===== config.mk =====
export PLATFORM = sky130hd
export DESIGN_NAME = led_strip_animation_generator_top
export DESIGN_NICKNAME = d
export VERILOG_FILES = /design/src/rtl/lsag_pkg.sv /design/src/rtl/lsag_front.sv /design/src/rtl/lsag_fifo.sv /design/src/rtl/lsag_back.sv /design/src/rtl/led_strip_animation_generator_top.sv
export SDC_FILE = /design/constraint.sdc
export NUM_CORES = 1
export LEC_CHECK = 0
export ABC_AREA = 1
export BUFFER_PORTS_ARGS = -buffer_cell sky130_fd_sc_hd__buf_4
export CAP_MARGIN = 0
export CELL_PAD_IN_SITES_DETAIL_PLACEMENT = 1
export CELL_PAD_IN_SITES_GLOBAL_PLACEMENT = 1
export CORE_UTILIZATION = 44
export DETAILED_ROUTE_END_ITERATION = 6
export GPL_TIMING_DRIVEN = 0
export PLACE_DENSITY_LB_ADDON = 0.1
export SLEW_MARGIN = 20
export SYNTH_ARGS = -nofsm -noshare
export SYNTH_HDL_FRONTEND = slang
export SYNTH_SLANG_ARGS = --single-unit

===== constraint.sdc =====
create_clock -name clk -period 6.4 [get_ports clk]
set_input_delay 1.6 -clock clk [delete_from_list [all_inputs] [get_ports clk]]
set_output_delay 1.6 -clock clk [all_outputs]
set_load 0.01 [all_outputs]

===== src/rtl/lsag_pkg.sv =====
`timescale 1ns / 1ps
// ----------------------------------------------------------------------------
// lsag_pkg
// Shared types, constants and the color wheel for the LED strip animation
// generator.
// ----------------------------------------------------------------------------
package lsag_pkg;

    localparam int MAX_LEDS       = 64;
    localparam int QUEUE_DEPTH    = 2;
    localparam int PADDR_W        = 4;
    localparam int PDATA_W        = 32;
    localparam int S_TDATA_W      = 32;
    localparam int M_TDATA_W      = 40;

    localparam logic [7:0] BREATH_STEP = 8'd5;
    localparam logic [7:0] LEVEL_FULL  = 8'd255;
    localparam logic [7:0] WHEEL_SEG   = 8'd85;
    localparam logic [2:0] CHASE_LAST  = 3'd5;

    typedef enum logic [1:0]
    {
        OP_TICK  = 2'd0,
        OP_START = 2'd1,
        OP_STOP  = 2'd2
    } op_t;

    typedef enum logic [7:0]
    {
        MODE_RAINBOW   = 8'd0,
        MODE_CHASE     = 8'd1,
        MODE_BREATH    = 8'd2,
        MODE_ALTERNATE = 8'd3
    } mode_t;

    typedef enum logic [1:0]
    {
        REG_LED_COUNT = 2'd0,
        REG_ANIM_MODE = 2'd1,
        REG_PERIOD    = 2'd2
    } reg_idx_t;

    typedef enum logic [1:0]
    {
        FK_RAINBOW   = 2'd0,
        FK_CHASE     = 2'd1,
        FK_BREATH    = 2'd2,
        FK_ALTERNATE = 2'd3
    } frame_kind_t;

    typedef enum logic
    {
        RK_PIXEL  = 1'b0,
        RK_LEVEL  = 1'b1
    } result_kind_t;

    typedef struct packed
    {
        logic [6:0]  led_count;
        logic [7:0]  anim_mode;
        logic [15:0] frame_period_ms;
    } cfg_t;

    typedef struct packed
    {
        frame_kind_t kind;
        logic [6:0]  count;
        logic [7:0]  arg;
    } frame_cmd_t;

    typedef struct packed
    {
        logic       push;
        logic       pop;
        frame_cmd_t data;
    } queue_ctl_t;

    typedef struct packed
    {
        logic       full;
        logic       empty;
        frame_cmd_t head;
    } queue_stat_t;

    typedef struct packed
    {
        logic [7:0] red;
        logic [7:0] green;
        logic [7:0] blue;
    } rgb_t;

    function automatic rgb_t color_wheel(input logic [7:0] pos);
        logic [7:0] p;
        logic [7:0] q;
        logic [9:0] t;
        rgb_t       c;
        p = LEVEL_FULL - pos;
        if (p < WHEEL_SEG)
        begin
            q = p;
        end
        else if (p < {WHEEL_SEG[6:0], 1'b0})
        begin
            q = p - WHEEL_SEG;
        end
        else
        begin
            q = p - {WHEEL_SEG[6:0], 1'b0};
        end
        t = {2'b00, q} + {1'b0, q, 1'b0};
        if (p < WHEEL_SEG)
        begin
            c.red   = LEVEL_FULL - t[7:0];
            c.green = 8'd0;
            c.blue  = t[7:0];
        end
        else if (p < {WHEEL_SEG[6:0], 1'b0})
        begin
            c.red   = 8'd0;
            c.green = t[7:0];
            c.blue  = LEVEL_FULL - t[7:0];
        end
        else
        begin
            c.red   = t[7:0];
            c.green = LEVEL_FULL - t[7:0];
            c.blue  = 8'd0;
        end
        return c;
    endfunction

endpackage


===== src/rtl/lsag_front.sv =====
`timescale 1ns / 1ps
// ----------------------------------------------------------------------------
// lsag_front
// Accepts events, runs the frame timer and per-mode phase state, and queues
// one frame command per fired frame (none for zero LEDs outside breath).
// ----------------------------------------------------------------------------
module lsag_front
    import lsag_pkg::*;
(
    input  logic                 clk,
    input  logic                 rst_n,
    input  cfg_t                 cfg,
    input  logic                 s_tvalid,
    output logic                 s_tready,
    input  logic [S_TDATA_W-1:0] s_tdata,
    input  logic [1:0]           s_tuser,
    input  logic                 q_full,
    output logic                 q_push,
    output frame_cmd_t           q_data
);

    logic        running_reg,  running_next;
    logic [31:0] last_reg,     last_next;
    logic [7:0]  offset_reg,   offset_next;
    logic [2:0]  chase_reg,    chase_next;
    logic [7:0]  level_reg,    level_next;
    logic        rising_reg,   rising_next;
    logic        alt_reg,      alt_next;

    logic        accept;
    logic [31:0] elapsed;
    logic        due;
    logic [6:0]  n_leds;
    logic        n_zero;

    assign s_tready = !q_full;
    assign accept   = s_tvalid && s_tready;
    assign elapsed  = s_tdata - last_reg;
    assign due      = elapsed >= {16'd0, cfg.frame_period_ms};
    assign n_leds   = (cfg.led_count > 7'(MAX_LEDS)) ? 7'(MAX_LEDS) : cfg.led_count;
    assign n_zero   = n_leds == 7'd0;

    always_comb
    begin
        running_next = running_reg;
        last_next    = last_reg;
        offset_next  = offset_reg;
        chase_next   = chase_reg;
        level_next   = level_reg;
        rising_next  = rising_reg;
        alt_next     = alt_reg;
        q_push       = 1'b0;
        q_data.kind  = FK_RAINBOW;
        q_data.count = n_leds;
        q_data.arg   = offset_reg;
        if (accept)
        begin
            unique case (s_tuser)
                OP_START:
                begin
                    running_next = 1'b1;
                    last_next    = s_tdata;
                end
                OP_STOP:
                begin
                    running_next = 1'b0;
                end
                OP_TICK:
                begin
                    if (running_reg && due)
                    begin
                        last_next = s_tdata;
                        unique case (cfg.anim_mode)
                            MODE_RAINBOW:
                            begin
                                q_push      = !n_zero;
                                q_data.kind = FK_RAINBOW;
                                q_data.arg  = offset_reg;
                                offset_next = offset_reg + 8'd1;
                            end
                            MODE_CHASE:
                            begin
                                q_push      = !n_zero;
                                q_data.kind = FK_CHASE;
                                q_data.arg  = {5'd0, chase_reg};
                                chase_next  = (chase_reg == CHASE_LAST) ? 3'd0
                                                                        : chase_reg + 3'd1;
                            end
                            MODE_BREATH:
                            begin
                                if (rising_reg)
                                begin
                                    if (level_reg >= LEVEL_FULL - BREATH_STEP)
                                    begin
                                        level_next  = LEVEL_FULL;
                                        rising_next = 1'b0;
                                    end
                                    else
                                    begin
                                        level_next = level_reg + BREATH_STEP;
                                    end
                                end
                                else
                                begin
                                    if (level_reg <= BREATH_STEP)
                                    begin
                                        level_next  = 8'd0;
                                        rising_next = 1'b1;
                                    end
                                    else
                                    begin
                                        level_next = level_reg - BREATH_STEP;
                                    end
                                end
                                q_push       = 1'b1;
                                q_data.kind  = FK_BREATH;
                                q_data.count = 7'd1;
                                q_data.arg   = level_next;
                            end
                            MODE_ALTERNATE:
                            begin
                                alt_next    = !alt_reg;
                                q_push      = !n_zero;
                                q_data.kind = FK_ALTERNATE;
                                q_data.arg  = {7'd0, !alt_reg};
                            end
                            default:
                            begin
                                running_next = 1'b0;
                            end
                        endcase
                    end
                end
                default:
                begin
                end
            endcase
        end
    end

    always_ff @(posedge clk or negedge rst_n)
    begin
        if (!rst_n)
        begin
            running_reg <= 1'b0;
            last_reg    <= 32'd0;
            offset_reg  <= 8'd0;
            chase_reg   <= 3'd0;
            level_reg   <= 8'd0;
            rising_reg  <= 1'b1;
            alt_reg     <= 1'b0;
        end
        else
        begin
            running_reg <= running_next;
            last_reg    <= last_next;
            offset_reg  <= offset_next;
            chase_reg   <= chase_next;
            level_reg   <= level_next;
            rising_reg  <= rising_next;
            alt_reg     <= alt_next;
        end
    end

endmodule


===== src/rtl/lsag_fifo.sv =====
`timescale 1ns / 1ps
// ----------------------------------------------------------------------------
// lsag_fifo
// Short frame command queue between the front and back parts. DEPTH is a
// power of two, at least 2.
// ----------------------------------------------------------------------------
module lsag_fifo
    import lsag_pkg::*;
#(
    parameter int DEPTH = QUEUE_DEPTH
)
(
    input  logic        clk,
    input  logic        rst_n,
    input  queue_ctl_t  ctl,
    output queue_stat_t stat
);

    localparam int PTR_W = $clog2(DEPTH);
    localparam int CNT_W = $clog2(DEPTH + 1);

    frame_cmd_t        mem_reg [DEPTH];
    logic [PTR_W-1:0]  wr_ptr_reg, wr_ptr_next;
    logic [PTR_W-1:0]  rd_ptr_reg, rd_ptr_next;
    logic [CNT_W-1:0]  cnt_reg,    cnt_next;
    logic              do_push;
    logic              do_pop;

    assign stat.full  = cnt_reg == CNT_W'(DEPTH);
    assign stat.empty = cnt_reg == '0;
    assign stat.head  = mem_reg[rd_ptr_reg];
    assign do_push    = ctl.push && !stat.full;
    assign do_pop     = ctl.pop && !stat.empty;

    always_comb
    begin
        wr_ptr_next = do_push ? wr_ptr_reg + PTR_W'(1) : wr_ptr_reg;
        rd_ptr_next = do_pop  ? rd_ptr_reg + PTR_W'(1) : rd_ptr_reg;
        cnt_next    = cnt_reg;
        if (do_push && !do_pop)
        begin
            cnt_next = cnt_reg + CNT_W'(1);
        end
        else if (do_pop && !do_push)
        begin
            cnt_next = cnt_reg - CNT_W'(1);
        end
    end

    always_ff @(posedge clk)
    begin
        if (do_push)
        begin
            mem_reg[wr_ptr_reg] <= ctl.data;
        end
    end

    always_ff @(posedge clk or negedge rst_n)
    begin
        if (!rst_n)
        begin
            wr_ptr_reg <= '0;
            rd_ptr_reg <= '0;
            cnt_reg    <= '0;
        end
        else
        begin
            wr_ptr_reg <= wr_ptr_next;
            rd_ptr_reg <= rd_ptr_next;
            cnt_reg    <= cnt_next;
        end
    end

endmodule


===== src/rtl/lsag_back.sv =====
`timescale 1ns / 1ps
// ----------------------------------------------------------------------------
// lsag_back
// Takes frame commands from the queue and emits one result per cycle into
// a registered output stage whenever that stage is free to take it.
// ----------------------------------------------------------------------------
module lsag_back
    import lsag_pkg::*;
(
    input  logic                 clk,
    input  logic                 rst_n,
    input  logic                 q_empty,
    input  frame_cmd_t           q_head,
    output logic                 q_pop,
    output logic                 m_tvalid,
    input  logic                 m_tready,
    output logic [M_TDATA_W-1:0] m_tdata,    // pixel_index, red, green, blue, global_level
    output logic                 m_tuser,    // result_kind
    output logic                 m_tlast
);

    logic                 busy_reg,   busy_next;
    frame_cmd_t           cmd_reg,    cmd_next;
    logic [5:0]           idx_reg,    idx_next;
    logic [2:0]           mod6_reg,   mod6_next;
    logic                 valid_reg,  valid_next;
    logic [M_TDATA_W-1:0] data_reg,   data_next;
    logic                 kind_reg,   kind_next;
    logic                 last_reg,   last_next;

    logic                 out_free;
    logic                 emit;
    logic                 is_last;
    rgb_t                 wheel;
    rgb_t                 pix;
    logic                 alt_red;

    assign out_free = !valid_reg || m_tready;
    assign q_pop    = !busy_reg && !q_empty;
    assign emit     = busy_reg && out_free;
    assign is_last  = ({1'b0, idx_reg} + 7'd1) == cmd_reg.count;
    assign wheel    = color_wheel(8'({2'b00, idx_reg} + cmd_reg.arg));
    assign alt_red  = !idx_reg[0] == cmd_reg.arg[0];

    assign m_tvalid = valid_reg;
    assign m_tdata  = data_reg;
    assign m_tuser  = kind_reg;
    assign m_tlast  = last_reg;

    always_comb
    begin
        unique case (cmd_reg.kind)
            FK_RAINBOW:
            begin
                pix = wheel;
            end
            FK_CHASE:
            begin
                pix.red   = (mod6_reg == cmd_reg.arg[2:0]) ? LEVEL_FULL : 8'd0;
                pix.green = 8'd0;
                pix.blue  = 8'd0;
            end
            FK_ALTERNATE:
            begin
                pix.red   = alt_red ? LEVEL_FULL : 8'd0;
                pix.green = 8'd0;
                pix.blue  = alt_red ? 8'd0 : LEVEL_FULL;
            end
            default:
            begin
                pix = '0;
            end
        endcase
    end

    always_comb
    begin
        busy_next  = busy_reg;
        cmd_next   = cmd_reg;
        idx_next   = idx_reg;
        mod6_next  = mod6_reg;
        valid_next = valid_reg;
        data_next  = data_reg;
        kind_next  = kind_reg;
        last_next  = last_reg;
        if (q_pop)
        begin
            busy_next = 1'b1;
            cmd_next  = q_head;
            idx_next  = 6'd0;
            mod6_next = 3'd0;
        end
        if (emit)
        begin
            valid_next = 1'b1;
            last_next  = is_last;
            if (cmd_reg.kind == FK_BREATH)
            begin
                kind_next = RK_LEVEL;
                data_next = {2'b00, cmd_reg.arg, 30'd0};
            end
            else
            begin
                kind_next = RK_PIXEL;
                data_next = {2'b00, 8'd0, pix.blue, pix.green, pix.red, idx_reg};
            end
            idx_next  = idx_reg + 6'd1;
            mod6_next = (mod6_reg == CHASE_LAST) ? 3'd0 : mod6_reg + 3'd1;
            if (is_last)
            begin
                busy_next = 1'b0;
            end
        end
        else if (m_tready)
        begin
            valid_next = 1'b0;
        end
    end

    always_ff @(posedge clk)
    begin
        cmd_reg  <= cmd_next;
        idx_reg  <= idx_next;
        mod6_reg <= mod6_next;
        data_reg <= data_next;
        kind_reg <= kind_next;
        last_reg <= last_next;
    end

    always_ff @(posedge clk or negedge rst_n)
    begin
        if (!rst_n)
        begin
            busy_reg  <= 1'b0;
            valid_reg <= 1'b0;
        end
        else
        begin
            busy_reg  <= busy_next;
            valid_reg <= valid_next;
        end
    end

endmodule


===== src/rtl/led_strip_animation_generator_top.sv =====
`timescale 1ns / 1ps
// ----------------------------------------------------------------------------
// led_strip_animation_generator_top
// LED strip animation engine: event front end, frame queue, result emitter.
//
//   Channel   Direction  Signals                          Carries
//   s_*       in         s_tvalid/s_tready/s_tdata/user   now_ms; operation
//   m_*       out        m_tvalid/m_tready/m_tdata/user   pixel/level; result_kind, last
//   p*        in/out     APB psel/penable/pwrite/...      led_count, anim_mode, period
//
// An event is taken whenever the frame queue has room.
// A fired frame yields led_count results saturated at MAX_LEDS (none for zero,
// one for breath), one per cycle while the output is free, after the queue load.
// Output stalls fill the output register, then the queue, then hold s_tready low.
// Reset is immediate; there is no clearing pass.
// ----------------------------------------------------------------------------
module led_strip_animation_generator_top
    import lsag_pkg::*;
#(
    parameter int DEPTH = QUEUE_DEPTH
)
(
    input  logic                 clk,
    input  logic                 rst_n,
    input  logic                 s_tvalid,
    output logic                 s_tready,
    input  logic [S_TDATA_W-1:0] s_tdata,    // now_ms
    input  logic [1:0]           s_tuser,    // operation
    output logic                 m_tvalid,
    input  logic                 m_tready,
    output logic [M_TDATA_W-1:0] m_tdata,    // pixel_index, red, green, blue, global_level
    output logic                 m_tuser,    // result_kind
    output logic                 m_tlast,
    input  logic                 psel,
    input  logic                 penable,
    input  logic                 pwrite,
    input  logic [PADDR_W-1:0]   paddr,
    input  logic [PDATA_W-1:0]   pwdata,
    output logic [PDATA_W-1:0]   prdata,
    output logic                 pready
);

    cfg_t        cfg_reg, cfg_next;
    logic        wr_en;
    reg_idx_t    reg_sel;
    queue_ctl_t  q_ctl;
    queue_stat_t q_stat;

    assign pready  = 1'b1;
    assign wr_en   = psel && penable && pwrite && pready;
    assign reg_sel = reg_idx_t'(paddr[3:2]);

    always_comb
    begin
        cfg_next = cfg_reg;
        if (wr_en)
        begin
            unique case (reg_sel)
                REG_LED_COUNT: cfg_next.led_count       = pwdata[6:0];
                REG_ANIM_MODE: cfg_next.anim_mode       = pwdata[7:0];
                REG_PERIOD:    cfg_next.frame_period_ms = pwdata[15:0];
                default:       cfg_next = cfg_reg;
            endcase
        end
    end

    always_comb
    begin
        unique case (reg_sel)
            REG_LED_COUNT: prdata = {25'd0, cfg_reg.led_count};
            REG_ANIM_MODE: prdata = {24'd0, cfg_reg.anim_mode};
            REG_PERIOD:    prdata = {16'd0, cfg_reg.frame_period_ms};
            default:       prdata = '0;
        endcase
    end

    always_ff @(posedge clk or negedge rst_n)
    begin
        if (!rst_n)
        begin
            cfg_reg.led_count       <= 7'd1;
            cfg_reg.anim_mode       <= MODE_RAINBOW;
            cfg_reg.frame_period_ms <= 16'd100;
        end
        else
        begin
            cfg_reg <= cfg_next;
        end
    end

    lsag_front u_front
    (
        .clk      (clk),
        .rst_n    (rst_n),
        .cfg      (cfg_reg),
        .s_tvalid (s_tvalid),
        .s_tready (s_tready),
        .s_tdata  (s_tdata),
        .s_tuser  (s_tuser),
        .q_full   (q_stat.full),
        .q_push   (q_ctl.push),
        .q_data   (q_ctl.data)
    );

    lsag_fifo #(.DEPTH(DEPTH)) u_fifo
    (
        .clk   (clk),
        .rst_n (rst_n),
        .ctl   (q_ctl),
        .stat  (q_stat)
    );

    lsag_back u_back
    (
        .clk      (clk),
        .rst_n    (rst_n),
        .q_empty  (q_stat.empty),
        .q_head   (q_stat.head),
        .q_pop    (q_ctl.pop),
        .m_tvalid (m_tvalid),
        .m_tready (m_tready),
        .m_tdata  (m_tdata),
        .m_tuser  (m_tuser),
        .m_tlast  (m_tlast)
    );

endmodule


==> out/results.ini <==
[detailed_routing]
viasPerCell=5.08
routedWlPerCell_um=15.7
finalWirelength_um=34400
drt_iter0_markers=515
drtPass1Iterations=5
drc_errors=0
final_antenna_net_count=0
vias=11100

[pwr]
clkPwrFrac=0.196
p_sw_frac=0.441
total_power_mw=5.44
p_leak_nw=7.42
vdd_ir_drop_max_mv=0.176
seqPwrFrac=0.307
p_int_mw=3.04
combPwrFrac=0.497
switching_power_mw=2.40
cellPowerDensity_nw_per_um2=374

[sta]
slew_viol_final=0
fmax_ghz=0.181
slew_headroom=0.388
finalCritPeriodShare=0.863
setup_viol=0
hold_viol_final=0
worst_pin_slew_ps=918
fin_skew_ps=16.5
rsz0062_at_grt=no
min_period_ps=5530
finalSetupTns_ps=0
hold-worst-slack_ps=473
finalWorstSetupSlack_ps=874

[status]
status=finished, final reports clean

[cts]
clk_pin_slew_ps=70
cts.sinks=191
cts_setup_buffers=0
cts_tree=done
clockRootBuffer=clkbuf_16
cts.path.max_buffers=2
htree_levels=4
cts_made_buffers=17
cts_resized=0
clk_latency_ps=450
holdBufCountCts=0

[placement]
globalplace.congestion=0.873
dp_slack_ps=422
placed_area_um2=14000
dp_hpwl_um=27400
io_buffers=116
dp.cells=2151

[worst_setup_path]
path_class=flop to flop
critPathRequiredTime_ps=6590
arrival_ps=5710
cpMostUsedCell=nand2_1
crit_fanout=13
crit_path_end_kind=flop
crit_buf_inv=5
cp_slowest_stage_delay_ps=610
crit_path_start_kind=flop
critPathSlowestCell=a21oi_2
cp_top_family=compound AO/OA/AOI/OAI gates

[floorplanning]
die_width_um=171
io_pins=154
dieHeight_um=171
core_um2=27900
row_count=61
fp.dieArea_um2=29100
start_util=0.450

[global_route]
grt_max_degree=92
grt_pass1_vias=11200
overflow=0
antenna_found_initial=0
grt_pass1_wl_um=56400
globalRouteTotalUtil=0.246

[cells_and_area]
area_delta_synth_final_pct=16.1
final_cell_mix=nand2_1, inv_1, nor2_1
final_cell_count_no_fill=2183
largest_reg_flops=38
layout-drive-gt1-share=0.116
fin_nets=1958
multi_input_area_um2=6050
final_area_um2=14500
ff_latch_area_um2=5290
layout_commonest_cell=nand2_1
fin_util=0.522
antenna_cells=0
fillers=3535

[synth]
yosysSeqAreaShare=0.422
async_reset_ff_frac=0.476
synth_cell_types=49
yosysWarnings=0
avgSynthCellArea_um2=7.64
synth_area_um2=12500
synth-edff-count=100
synth_seq_cells=191
syn_inst=1639
synth_top_flop_cell=edfxtp_1

[hold_path]
hold_path.class=flop to flop

[job]
cap_violations=0

==> final cells by class <==
| type | instances | area share |
|---|---|---|
| Clock buffer | 20 | 0.0322 |
| Clock inverter | 12 | 0.00792 |
| Buffer | 47 | 0.0201 |
| Multi-Input combinational cell | 1159 | 0.416 |
| Tap cell | 378 | 0.0325 |
| Sequential cell | 191 | 0.364 |
| Inverter | 259 | 0.0669 |
| Timing Repair Buffer | 117 | 0.0609 |
==> logic make-up (layout without fill, tap and decap cells) <==
| kind of cell | count (synthesis) | after routing | synth area share |
|---|---|---|---|
| AOI/OAI and AO/OA | 174 | 174 | 0.0765 |
| buffers and inverters | 306 | 455 | 0.101 |
| xor gates and xnor gates | 52 | 52 | 0.0364 |
| and+or+nand+nor | 825 | 825 | 0.273 |
| DFF | 191 | 191 | 0.422 |
| adders and majority gates | 89 | 89 | 0.0907 |
| other | 2 | 19 | 0.000600 |
==> routing by layer <==
layer  part of all wire  wire length (um)  track usage
met5                  0                 0            0
met4              0.014               469       0.0638
met1               0.46             15700        0.318
met3              0.041              1410       0.0333
met2               0.49             16800        0.432
==> cell usage after synthesis, types with 3 or more instances <==
cell type | instances | area [um^2]
nand2_1 | 518 | 1940
inv_1 | 252 | 946
nor2_1 | 141 | 529
edfxtp_1 | 100 | 3000
nand3_1 | 91 | 455
dfrtp_1 | 86 | 2150
ha_1 | 86 | 1080
o21ai_0 | 77 | 385
a21oi_1 | 60 | 300
xor2_1 | 41 | 359
buf_4 | 21 | 158
nor3_1 | 18 | 90.1
clkbuf_1 | 16 | 60.1
nand4_1 | 16 | 100
nand3b_1 | 11 | 82.6
xnor2_1 | 11 | 96.3
o211ai_1 | 9 | 67.6
nor4_1 | 6 | 37.5
buf_2 | 5 | 25.0
dfstp_2 | 5 | 131
inv_2 | 5 | 18.8
nand2_2 | 5 | 31.3
o21bai_1 | 5 | 37.5
and2_1 | 4 | 25.0
buf_6 | 4 | 45.0
o22ai_1 | 4 | 25.0
a221oi_1 | 3 | 26.3
fa_1 | 3 | 60.1
nand3_2 | 3 | 30.0
o21ai_1 | 3 | 15.0
or2_2 | 3 | 18.8
==> power by group through the flow <==
stage,clock network (mW),registers [mW],logic [mW]
CTS,1.09,1.67,2.72
global route,1.13,1.69,3.10
floorplan,0,1.67,1.93
global placement,0,1.68,2.58
detailed placement,0,1.69,2.69
finish,1.07,1.67,2.71
==> tightest hold or removal path: cells and delay by family (launching register included) <==
family	cells	cell delay, ps
DFF	1	340
and+or+nand+nor	2	100
==> worst paths after layout <==
path / start / end / slack, ps / cells after the start
setup / recovery: u_back.idx_reg[0]$_SDFFCE_PN0P_ / u_back.m_tdata[29]$_SDFFCE_PP0P_ / 870 / 25
max in group asynchronous: rst_n / u_front.last_reg[31]$_DFFE_PN0P_ / 4530 / 1
setup reg to reg: u_back.idx_reg[0]$_SDFFCE_PN0P_ / u_back.m_tdata[29]$_SDFFCE_PP0P_ / 870 / 25
hold reg to reg: u_front.last_reg[6]$_DFFE_PN0P_ / u_front.last_reg[6]$_DFFE_PN0P_ / 470 / 2
hold / removal: u_front.last_reg[6]$_DFFE_PN0P_ / u_front.last_reg[6]$_DFFE_PN0P_ / 470 / 2
min in group asynchronous: rst_n / u_front.level_reg[1]$_DFFE_PN0P_ / 1240 / 1
No activity file was read; power rests on OpenSTA's default activity.
